--- src/rtl/core/hafr_pkg.sv ---
// Types, codes and helpers shared by the hex ASCII frame receiver.
`timescale 1ns / 1ps
`default_nettype none

package hafr_pkg;

   localparam int BYTE_W    = 8;
   localparam int STATUS_W  = 3;
   localparam int REPLY_W   = 2;
   localparam int SEEN_W    = 2;
   localparam int CSR_IDX_W = 2;

   localparam logic [CSR_IDX_W-1:0] CSR_START = 2'd0;
   localparam logic [CSR_IDX_W-1:0] CSR_ACK   = 2'd1;
   localparam logic [CSR_IDX_W-1:0] CSR_NAK   = 2'd2;

   localparam logic [BYTE_W-1:0] START_RESET = 8'd10;
   localparam logic [BYTE_W-1:0] ACK_RESET   = 8'd6;
   localparam logic [BYTE_W-1:0] NAK_RESET   = 8'd21;

   localparam logic [BYTE_W-1:0] MIN_LEN    = 8'd2;
   localparam logic [BYTE_W-1:0] EMPTY_CHAR = 8'd0;

   localparam logic [STATUS_W-1:0] STATUS_OK       = 3'd0;
   localparam logic [STATUS_W-1:0] STATUS_JUNK     = 3'd1;
   localparam logic [STATUS_W-1:0] STATUS_TOO_BIG  = 3'd2;
   localparam logic [STATUS_W-1:0] STATUS_TOO_SMALL = 3'd3;
   localparam logic [STATUS_W-1:0] STATUS_BAD_SUM  = 3'd4;

   localparam logic [REPLY_W-1:0] REPLY_NONE = 2'd0;
   localparam logic [REPLY_W-1:0] REPLY_ACK  = 2'd1;
   localparam logic [REPLY_W-1:0] REPLY_NAK  = 2'd2;

   localparam logic [SEEN_W-1:0] SEEN_NONE = 2'd0;
   localparam logic [SEEN_W-1:0] SEEN_ACK  = 2'd1;
   localparam logic [SEEN_W-1:0] SEEN_NAK  = 2'd2;

   localparam logic OP_RX_BYTE = 1'b0;
   localparam logic OP_SENT    = 1'b1;

   typedef enum logic [1:0] {
      RS_AWAIT = 2'd0,
      RS_ACK   = 2'd1,
      RS_NAK   = 2'd2
   } reply_state_type;

   typedef enum logic [1:0] {
      ST_IDLE = 2'd0,
      ST_READ = 2'd1,
      ST_LOAD = 2'd2
   } state_type;

   function automatic logic [3:0] hex_digit(input logic [BYTE_W-1:0] ch);
      logic [3:0] d;
      d = 4'd0;
      if (ch >= 8'h30 && ch <= 8'h39) begin
         d = ch[3:0];
      end else if ((ch >= 8'h41 && ch <= 8'h46) || (ch >= 8'h61 && ch <= 8'h66)) begin
         d = 4'(ch[2:0] + 4'd9);
      end
      return d;
   endfunction

endpackage

`default_nettype wire

--- src/rtl/core/hafr_ifs.sv ---
// Valid/ready channel interfaces for request, response and register write beats.
`timescale 1ns / 1ps
`default_nettype none

interface hafr_req_if import hafr_pkg::*; ();
   logic              valid;
   logic              ready;
   logic              opcode;
   logic [BYTE_W-1:0] rx_byte;
   modport source (output valid, output opcode, output rx_byte, input ready);
   modport sink   (input valid, input opcode, input rx_byte, output ready);
endinterface

interface hafr_rsp_if import hafr_pkg::*; ();
   logic                valid;
   logic                ready;
   logic [STATUS_W-1:0] status;
   logic [REPLY_W-1:0]  reply;
   logic [SEEN_W-1:0]   response_seen;
   logic                payload_valid;
   logic [BYTE_W-1:0]   payload_data;
   logic                last;
   modport source (output valid, output status, output reply, output response_seen,
                   output payload_valid, output payload_data, output last, input ready);
   modport sink   (input valid, input status, input reply, input response_seen,
                   input payload_valid, input payload_data, input last, output ready);
endinterface

interface hafr_csr_if import hafr_pkg::*; ();
   logic                 valid;
   logic                 ready;
   logic [CSR_IDX_W-1:0] index;
   logic [BYTE_W-1:0]    data;
   modport source (output valid, output index, output data, input ready);
   modport sink   (input valid, input index, input data, output ready);
endinterface

`default_nettype wire

--- src/rtl/core/hafr_ram.sv ---
// Generic simple dual-port RAM with one write port and a registered read port.
`timescale 1ns / 1ps
`default_nettype none

module hafr_ram #(
   parameter int WIDTH = 8,
   parameter int DEPTH = 32
) (
   input  wire                     clock,
   input  wire                     wr_en,
   input  wire [$clog2(DEPTH)-1:0] wr_addr,
   input  wire [WIDTH-1:0]         wr_data,
   input  wire                     rd_en,
   input  wire [$clog2(DEPTH)-1:0] rd_addr,
   output logic [WIDTH-1:0]        rd_data
);

   logic [WIDTH-1:0] mem_ff [DEPTH];

   always_ff @(posedge clock) begin
      if (wr_en) begin
         mem_ff[wr_addr] <= wr_data;
      end
      if (rd_en) begin
         rd_data <= mem_ff[rd_addr];
      end
   end

endmodule

`default_nettype wire

--- src/rtl/core/hex_ascii_frame_receiver_unit.sv ---
// Top level of the hex ASCII frame receiver.
//
// Every request beat gives one response beat, unless it completes a frame
// whose checksum matches: that frame's L-1 payload bytes are then read back
// out of the frame store one at a time (store read, then load into the
// response register), and no request is taken during that readout.
// The response register lets a new request in as soon as the pending response
// beat is taken. The frame store has no reset; only bytes written in the
// current frame are read back. Register writes are accepted in every cycle.
`timescale 1ns / 1ps
`default_nettype none

module hex_ascii_frame_receiver_unit import hafr_pkg::*; #(
   parameter int MAX_LEN = 32
) (
   input  wire           clock,
   input  wire           reset,
   hafr_req_if.sink      req_bus,
   hafr_rsp_if.source    rsp_bus,
   hafr_csr_if.sink      csr_bus
);

   localparam int LEN_W  = $clog2(MAX_LEN + 1);
   localparam int ADDR_W = $clog2(MAX_LEN);

   state_type            state_ff, state_in;
   logic [BYTE_W-1:0]    start_ff, start_in;
   logic [BYTE_W-1:0]    ack_ff, ack_in;
   logic [BYTE_W-1:0]    nak_ff, nak_in;
   logic                 in_frame_ff, in_frame_in;
   logic                 length_known_ff, length_known_in;
   logic [LEN_W-1:0]     frame_length_ff, frame_length_in;
   logic [LEN_W-1:0]     byte_count_ff, byte_count_in;
   logic [BYTE_W-1:0]    held_ff, held_in;
   logic [BYTE_W-1:0]    sum_ff, sum_in;
   reply_state_type      reply_state_ff, reply_state_in;
   logic [ADDR_W-1:0]    idx_ff, idx_in;

   logic                 rsp_valid_ff, rsp_valid_in;
   logic [STATUS_W-1:0]  status_ff, status_in;
   logic [REPLY_W-1:0]   reply_ff, reply_in;
   logic [SEEN_W-1:0]    seen_ff, seen_in;
   logic                 pvalid_ff, pvalid_in;
   logic [BYTE_W-1:0]    pdata_ff, pdata_in;
   logic                 last_ff, last_in;

   logic                 slot_free;
   logic                 req_fire;
   logic                 good_frame;
   logic                 frame_closes;
   logic                 drain_last;
   logic [BYTE_W-1:0]    value;
   logic [LEN_W-1:0]     count_next;
   logic                 store_we;
   logic                 store_re;
   logic [BYTE_W-1:0]    store_q;

   assign slot_free       = !rsp_valid_ff || rsp_bus.ready;
   assign req_bus.ready   = (state_ff == ST_IDLE) && slot_free;
   assign req_fire        = req_bus.valid && req_bus.ready;
   assign csr_bus.ready   = 1'b1;

   assign value      = {hex_digit(held_ff), hex_digit(req_bus.rx_byte)};
   assign count_next = LEN_W'(byte_count_ff + LEN_W'(1));
   assign drain_last = (LEN_W'(idx_ff) + LEN_W'(2)) == frame_length_ff;

   // Classify the byte that completes a pair once the length is known.
   assign frame_closes = in_frame_ff && (held_ff != EMPTY_CHAR) && length_known_ff
                         && (count_next >= frame_length_ff);
   assign good_frame   = (req_bus.opcode == OP_RX_BYTE)
                         && (req_bus.rx_byte != start_ff)
                         && !((req_bus.rx_byte == ack_ff || req_bus.rx_byte == nak_ff)
                              && reply_state_ff == RS_AWAIT)
                         && frame_closes && (sum_ff == value);

   assign store_we = req_fire && (req_bus.opcode == OP_RX_BYTE)
                     && (req_bus.rx_byte != start_ff)
                     && !((req_bus.rx_byte == ack_ff || req_bus.rx_byte == nak_ff)
                          && reply_state_ff == RS_AWAIT)
                     && in_frame_ff && (held_ff != EMPTY_CHAR) && length_known_ff;
   assign store_re = (state_ff == ST_READ);

   // Readout starts only after the closing write, so reads never meet a write.
   hafr_ram #(
      .WIDTH (BYTE_W),
      .DEPTH (MAX_LEN)
   ) u_store (
      .clock   (clock),
      .wr_en   (store_we),
      .wr_addr (byte_count_ff[ADDR_W-1:0]),
      .wr_data (value),
      .rd_en   (store_re),
      .rd_addr (idx_ff),
      .rd_data (store_q)
   );

   always_comb begin
      state_in = state_ff;
      unique case (state_ff)
         ST_IDLE: begin
            if (req_fire && good_frame) begin
               state_in = ST_READ;
            end
         end
         ST_READ: begin
            state_in = ST_LOAD;
         end
         ST_LOAD: begin
            if (slot_free) begin
               state_in = drain_last ? ST_IDLE : ST_READ;
            end
         end
         default: begin
            state_in = ST_IDLE;
         end
      endcase
   end

   always_comb begin
      start_in        = start_ff;
      ack_in          = ack_ff;
      nak_in          = nak_ff;
      in_frame_in     = in_frame_ff;
      length_known_in = length_known_ff;
      frame_length_in = frame_length_ff;
      byte_count_in   = byte_count_ff;
      held_in         = held_ff;
      sum_in          = sum_ff;
      reply_state_in  = reply_state_ff;
      idx_in          = idx_ff;
      rsp_valid_in    = rsp_valid_ff && !rsp_bus.ready;
      status_in       = status_ff;
      reply_in        = reply_ff;
      seen_in         = seen_ff;
      pvalid_in       = pvalid_ff;
      pdata_in        = pdata_ff;
      last_in         = last_ff;

      if (csr_bus.valid) begin
         unique case (csr_bus.index)
            CSR_START: start_in = csr_bus.data;
            CSR_ACK:   ack_in   = csr_bus.data;
            CSR_NAK:   nak_in   = csr_bus.data;
            default:   ;
         endcase
      end

      if (req_fire) begin
         rsp_valid_in = !good_frame;
         status_in    = STATUS_OK;
         reply_in     = REPLY_NONE;
         seen_in      = SEEN_NONE;
         pvalid_in    = 1'b0;
         pdata_in     = '0;
         last_in      = 1'b1;
         if (req_bus.opcode == OP_SENT) begin
            reply_state_in = RS_AWAIT;
         end else if (req_bus.rx_byte == start_ff) begin
            in_frame_in     = 1'b1;
            length_known_in = 1'b0;
            frame_length_in = '0;
            byte_count_in   = '0;
            held_in         = EMPTY_CHAR;
            sum_in          = '0;
         end else if (req_bus.rx_byte == ack_ff && reply_state_ff == RS_AWAIT) begin
            reply_state_in = RS_ACK;
            seen_in        = SEEN_ACK;
         end else if (req_bus.rx_byte == nak_ff && reply_state_ff == RS_AWAIT) begin
            reply_state_in = RS_NAK;
            seen_in        = SEEN_NAK;
         end else if (!in_frame_ff) begin
            status_in = STATUS_JUNK;
         end else if (held_ff == EMPTY_CHAR) begin
            held_in = req_bus.rx_byte;
         end else begin
            held_in = EMPTY_CHAR;
            if (!length_known_ff) begin
               if (value > 8'(MAX_LEN)) begin
                  in_frame_in = 1'b0;
                  status_in   = STATUS_TOO_BIG;
               end else if (value < MIN_LEN) begin
                  in_frame_in = 1'b0;
                  status_in   = STATUS_TOO_SMALL;
               end else begin
                  length_known_in = 1'b1;
                  frame_length_in = value[LEN_W-1:0];
                  byte_count_in   = '0;
                  sum_in          = 8'(sum_ff + value);
               end
            end else begin
               byte_count_in = count_next;
               if (frame_closes) begin
                  in_frame_in = 1'b0;
                  idx_in      = '0;
                  if (!good_frame) begin
                     status_in = STATUS_BAD_SUM;
                     reply_in  = REPLY_NAK;
                  end
               end else begin
                  sum_in = 8'(sum_ff + value);
               end
            end
         end
      end

      // Load one payload beat from the store.
      if (state_ff == ST_LOAD && slot_free) begin
         rsp_valid_in = 1'b1;
         status_in    = STATUS_OK;
         reply_in     = (idx_ff == '0) ? REPLY_ACK : REPLY_NONE;
         seen_in      = SEEN_NONE;
         pvalid_in    = 1'b1;
         pdata_in     = store_q;
         last_in      = drain_last;
         idx_in       = ADDR_W'(idx_ff + ADDR_W'(1));
      end
   end

   always_ff @(posedge clock) begin
      if (reset) begin
         state_ff        <= ST_IDLE;
         start_ff        <= START_RESET;
         ack_ff          <= ACK_RESET;
         nak_ff          <= NAK_RESET;
         in_frame_ff     <= 1'b0;
         length_known_ff <= 1'b0;
         frame_length_ff <= '0;
         byte_count_ff   <= '0;
         held_ff         <= EMPTY_CHAR;
         sum_ff          <= '0;
         reply_state_ff  <= RS_ACK;
         idx_ff          <= '0;
         rsp_valid_ff    <= 1'b0;
      end else begin
         state_ff        <= state_in;
         start_ff        <= start_in;
         ack_ff          <= ack_in;
         nak_ff          <= nak_in;
         in_frame_ff     <= in_frame_in;
         length_known_ff <= length_known_in;
         frame_length_ff <= frame_length_in;
         byte_count_ff   <= byte_count_in;
         held_ff         <= held_in;
         sum_ff          <= sum_in;
         reply_state_ff  <= reply_state_in;
         idx_ff          <= idx_in;
         rsp_valid_ff    <= rsp_valid_in;
      end
   end

   always_ff @(posedge clock) begin
      status_ff <= status_in;
      reply_ff  <= reply_in;
      seen_ff   <= seen_in;
      pvalid_ff <= pvalid_in;
      pdata_ff  <= pdata_in;
      last_ff   <= last_in;
   end

   assign rsp_bus.valid         = rsp_valid_ff;
   assign rsp_bus.status        = status_ff;
   assign rsp_bus.reply         = reply_ff;
   assign rsp_bus.response_seen = seen_ff;
   assign rsp_bus.payload_valid = pvalid_ff;
   assign rsp_bus.payload_data  = pdata_ff;
   assign rsp_bus.last          = last_ff;

   a_count_bound: assert property (@(posedge clock) disable iff (reset)
      byte_count_ff <= LEN_W'(MAX_LEN))
      else $error("byte count beyond store depth");

   a_drain_in_frame: assert property (@(posedge clock) disable iff (reset)
      (state_ff != ST_IDLE) |-> (LEN_W'(idx_ff) + LEN_W'(1)) < frame_length_ff)
      else $error("readout index past payload");

   a_payload_clean: assert property (@(posedge clock) disable iff (reset)
      (rsp_valid_ff && pvalid_ff) |-> (status_ff == STATUS_OK && seen_ff == SEEN_NONE))
      else $error("payload beat carries status or reply seen");

   a_ack_with_payload: assert property (@(posedge clock) disable iff (reset)
      (rsp_valid_ff && reply_ff == REPLY_ACK) |-> pvalid_ff)
      else $error("ack reply without payload");

   a_no_store_write_in_drain: assert property (@(posedge clock) disable iff (reset)
      (state_ff != ST_IDLE) |-> !store_we)
      else $error("store write during readout");

endmodule

`default_nettype wire
--- src/flat_wrapper.sv ---
// flat-port wrapper written by rule: the top's interface ports become plain ports
module hex_ascii_frame_receiver_unit_flat import hafr_pkg::*;
#(
   parameter int MAX_LEN = 32
)
  (clock, reset, req_bus_valid, req_bus_opcode, req_bus_rx_byte, req_bus_ready, rsp_bus_valid, rsp_bus_status, rsp_bus_reply, rsp_bus_response_seen, rsp_bus_payload_valid, rsp_bus_payload_data, rsp_bus_last, rsp_bus_ready, csr_bus_valid, csr_bus_index, csr_bus_data, csr_bus_ready);
  hafr_req_if req_bus_i ();
  hafr_rsp_if rsp_bus_i ();
  hafr_csr_if csr_bus_i ();
  input  wire clock;
  input  wire reset;
  input wire logic [$bits(req_bus_i.valid)-1:0] req_bus_valid;
  input wire logic [$bits(req_bus_i.opcode)-1:0] req_bus_opcode;
  input wire logic [$bits(req_bus_i.rx_byte)-1:0] req_bus_rx_byte;
  output wire logic [$bits(req_bus_i.ready)-1:0] req_bus_ready;
  output wire logic [$bits(rsp_bus_i.valid)-1:0] rsp_bus_valid;
  output wire logic [$bits(rsp_bus_i.status)-1:0] rsp_bus_status;
  output wire logic [$bits(rsp_bus_i.reply)-1:0] rsp_bus_reply;
  output wire logic [$bits(rsp_bus_i.response_seen)-1:0] rsp_bus_response_seen;
  output wire logic [$bits(rsp_bus_i.payload_valid)-1:0] rsp_bus_payload_valid;
  output wire logic [$bits(rsp_bus_i.payload_data)-1:0] rsp_bus_payload_data;
  output wire logic [$bits(rsp_bus_i.last)-1:0] rsp_bus_last;
  input wire logic [$bits(rsp_bus_i.ready)-1:0] rsp_bus_ready;
  input wire logic [$bits(csr_bus_i.valid)-1:0] csr_bus_valid;
  input wire logic [$bits(csr_bus_i.index)-1:0] csr_bus_index;
  input wire logic [$bits(csr_bus_i.data)-1:0] csr_bus_data;
  output wire logic [$bits(csr_bus_i.ready)-1:0] csr_bus_ready;
  assign req_bus_i.valid = req_bus_valid;
  assign req_bus_i.opcode = req_bus_opcode;
  assign req_bus_i.rx_byte = req_bus_rx_byte;
  assign req_bus_ready = req_bus_i.ready;
  assign rsp_bus_valid = rsp_bus_i.valid;
  assign rsp_bus_status = rsp_bus_i.status;
  assign rsp_bus_reply = rsp_bus_i.reply;
  assign rsp_bus_response_seen = rsp_bus_i.response_seen;
  assign rsp_bus_payload_valid = rsp_bus_i.payload_valid;
  assign rsp_bus_payload_data = rsp_bus_i.payload_data;
  assign rsp_bus_last = rsp_bus_i.last;
  assign rsp_bus_i.ready = rsp_bus_ready;
  assign csr_bus_i.valid = csr_bus_valid;
  assign csr_bus_i.index = csr_bus_index;
  assign csr_bus_i.data = csr_bus_data;
  assign csr_bus_ready = csr_bus_i.ready;
  hex_ascii_frame_receiver_unit #(.MAX_LEN(MAX_LEN)) u_core (.clock(clock), .reset(reset), .req_bus(req_bus_i), .rsp_bus(rsp_bus_i), .csr_bus(csr_bus_i));
endmodule
--- config.mk ---
export PLATFORM = sky130hd
export DESIGN_NAME = hex_ascii_frame_receiver_unit_flat
export DESIGN_NICKNAME = d
export VERILOG_FILES = /design/src/rtl/core/hafr_pkg.sv /design/src/rtl/core/hafr_ifs.sv /design/src/rtl/core/hafr_ram.sv /design/src/rtl/core/hex_ascii_frame_receiver_unit.sv /design/src/flat_wrapper.sv
export SDC_FILE = /design/constraint.sdc
export NUM_CORES = 1
export LEC_CHECK = 0
export BUFFER_PORTS_ARGS = -buffer_cell sky130_fd_sc_hd__buf_2
export CORE_AREA = 4 4 192 241
export CTS_BUF_LIST = sky130_fd_sc_hd__clkbuf_16
export DETAILED_ROUTE_END_ITERATION = 6
export DIE_AREA = 0 0 196 245
export PLACE_DENSITY = 0.55
export SYNTH_ARGS = -nofsm -noshare
export SYNTH_HDL_FRONTEND = slang
export SYNTH_SLANG_ARGS = --single-unit
--- constraint.sdc ---
create_clock -name clock -period 4.79 [get_ports clock]
set_clock_uncertainty 0.1 [all_clocks]
set_input_delay 0.2395 -clock clock [delete_from_list [all_inputs] [get_ports clock]]
set_output_delay 0.2395 -clock clock [all_outputs]
set_load 0.02 [all_outputs]
==> results.toml <==
[yosys]
async_flop_share_pct = 0
yosysTopAreaCellShare_pct = 55.6
synth_top_flop_cell = "edfxtp_1"
synth_top_area_cell = "edfxtp_1"
synth_nets = 1005
syn-cell-area_mm2 = 0.0149
ys_seq_area_share_pct = 65.0
synthTopCellsByArea = "edfxtp_1 (56%), mux4_2 (12%), dfxtp_1 (9.4%), ha_1 (2.3%), nor2_1 (1.9%)"
synth-edff-count = 275
synthCells = 953
synth.distinct_cells = 73
yosysWarningCount = 0
ys_ff_latch = 345
synth_area_per_cell_um2 = 15.6

[worst_setup_path]
crit_slowest_cell = "a32o_2"
critPathTopFamily = "compound AO/OA/AOI/OAI gates"
critical_path_class = "primary input to flip-flop"
end_kind = "flip-flop"
reg2reg_from = "u_core.held_ff[0]"
crit_fanout = 36
cp.depth = 13
cpMostUsedCell = "o41ai_1"
slowest_delay_ns = 0.75
critPathLaunchType = "primary input"
cp-startpoint = "req_bus_rx_byte[7]"
required_ns = 5.07
r2r_setup_slack_ns = 1.25
r2r-end = "u_core.u_store.mem_ff[10][4]"
crit_arrival_ns = 4.03
crit_buf_inv = 2
r2r_cells = 8
cp_cell_sequence = "dlygate4sd3_1 -> buf_2 -> or4b_4 -> nor2_2 -> a32o_2 -> ha_1 -> a21oi_1 -> o211ai_1 -> o41ai_1 -> xnor2_1 -> a21o_1 -> o311a_1 -> o41ai_1"

[die]
rows = 86
die_y_um = 245
dieArea_mm2 = 0.0480
core-area_mm2 = 0.0439
start_util_pct = 33.8
fp.dieW_um = 196
ios = 44

[worst_hold_path]
holdPathStages = 3
min-delay-start = "req_bus_rx_byte[3]"
min_to = "u_core.held_ff[3]"
worstHoldPathType = "primary input to flip-flop"

[power_and_ir_drop]
pwr-share-comb_pct = 2.4
switching_share_pct = 20.2
power.density_mw_per_mm2 = 357
pwr-share-seq_pct = 52.8
p_leak_nw = 5.09
p_sw_mw = 1.23
intPower_mw = 4.86
ir_drop_mv = 0.239
p_clk_share_pct = 44.7

[timing]
slew_violations = 0
rsz0062_at_grt = "false"
fin_crit_sh_pct = 78.2
fmax_ghz = 0.267
finalSetupTns_ns = 0
period_needed_ns = 3.74
final-hold-violation-count = 0
setup_violations = 0
tightest_slew_ns = 1.09
slew_headroom_pct = 27.1

[clocking]
path_clk_slew_ns = 0.06
cts-root-buf = "clkbuf_16"
clock_latency_ns = 0.52
cts_made_buffers = 36
clockBufferDepth = 3
cts_resized = 0
cts-htree-levels = 2
holdBufCountCts = 15
cts_tree = "built"
clock_sinks = 345
cts_setup_buffers = 0

[global_route]
overflow = 0
grt_use_total_pct = 13.9
grt_first_pass_wirelength_mm = 51.5
grt_pass1_vias = 8540
antenna_found_initial = 1
grt_max_degree = 49

[finish]
syn_to_final_growth_pct = 14.9
stdcell_count = 1620
final_net_count = 1073
drive_gt1_share_pct = 21.7

[place]
dp_hpwl_mm = 22.1
dp.cells = 1540
gp_congestion = 0.765
port-buffer-count = 42

[route]
wl_per_cell_um = 20.8
routed_wl_mm = 33.6
num_vias = 8212
antenna_left = 0
drt_iter0_drc = 482
viasPerCell = 5.07
drc = 0
firstDrtPassIters = 5

[status]
status = "complete, no violations"

[job]
cap_violations = 0
==> final cells by class <==
class / count / area [um2]
multi-input cells: 532 / 4890
clock buffers: 38 / 951
inverters: 25 / 93.8
clock inverters: 26 / 204
repair buffers: 81 / 553
flip-flops and latches: 345 / 9660
well taps: 572 / 716
diodes: 1 / 2.50
fillers: 4049 / 26800
==> kinds of logic after synthesis <==
family                     synth area share (%)
AOI/OAI and AO/OA                          5.30
xor gates and xnor gates                   2.30
adders and majority gates                  2.41
buffers and inverters                      2.21
DFF                                        65.0
muxes                                      14.6
other                                    0.0252
and+or+nand+nor                            8.19
==> synthesized netlist by cell type, types with 7 or more instances <==
master / count
a22o_1: 7
inv_1: 24
o21ai_0: 18
xnor2_1: 18
mux4_2: 80
and3_1: 13
mux2i_1: 25
ha_1: 27
buf_1: 16
edfxtp_1: 275
o211ai_1: 9
a21oi_1: 29
nand3_1: 28
nand4_1: 11
mux2_2: 10
nor3_1: 16
dfxtp_1: 70
nor2_1: 77
nand2_1: 44
clkbuf_1: 24
xor2_1: 21
==> worst max-delay path by stage <==
stage / slack (ns) / to
floorplan: 0.54 / u_core.sum_ff[7]
global placement: 1.08 / u_core.sum_ff[7]
detailed placement: 1.06 / u_core.sum_ff[7]
CTS: 1.04 / u_core.sum_ff[7]
global route: 0.82 / u_core.sum_ff[7]
finish: 1.05 / u_core.sum_ff[7]
==> metrics by stage <==
step | hold WS (ns) | worst slack (ns) | cell area [um2] | utilization, % | power [mW]
finish | 0.0236 | 1.05 | 17100 | 38.9 | 6.10
floorplan | 0.236 | 0.536 | 14900 | - | 3.38
CTS | 0.00231 | 1.04 | 17100 | 38.9 | 6.16
detailed placement | 0.337 | 1.06 | 15800 | 35.9 | 3.43
global placement | 0.338 | 1.08 | 15800 | 35.9 | 3.42
global route | 0.0196 | 0.822 | 17100 | 38.9 | 6.29
==> routing by layer <==
metal	global-route usage, %	routed length (um)	up-vias
met2	24.2	16800	168
met5	0	0	-
met1	17.6	14500	4138
met3	2.05	1330	52
met4	4.89	1020	0
li1	-	-	3854
==> layout by cell type (no fill, tap or decap), types with 28 or more instances in the layout <==
cell and count:
mux4_2 80, nor2_1 76, inv_1 32, edfxtp_1 275, buf_2 42, a21oi_1 29, nand2_1 44, dfxtp_1 68
nand3_1 28, clkbuf_16 38
==> state kept, by name, summed over array words and instances (netlist names), 2 cells and up <==
name / flops
u_core.rsp_bus.status: 3
u_core.held_ff: 8
u_core.reply_state_ff: 2
u_core.start_ff: 8
u_core.rsp_bus.response_seen: 2
u_core.state_ff: 2
u_core.rsp_bus.reply: 2
u_core.u_store.mem_ff: 256
u_core.ack_ff: 8
u_core.frame_length_ff: 6
u_core.u_store.rd_data: 8
u_core.rsp_bus.payload_data: 8
u_core.nak_ff: 8
u_core.idx_ff: 5
u_core.sum_ff: 8
u_core.byte_count_ff: 6
==> worst min-delay path, cell delays in order <==
cell and delay [ns]:
buf_2 0.16, nand3_1 0.11, a21oi_1 0.08
==> power groups by stage <==
| stage | Sequential, mW | Combinational, mW | Clock [mW] |
|---|---|---|---|
| after floorplan | 3.29 | 0.0846 | 0 |
| after global placement | 3.29 | 0.138 | 0 |
| after detailed placement | 3.29 | 0.140 | 0 |
| after CTS | 3.22 | 0.150 | 2.79 |
| after global routing | 3.22 | 0.163 | 2.91 |
| final | 3.22 | 0.148 | 2.73 |
No activity file was read; power rests on OpenSTA's default activity.
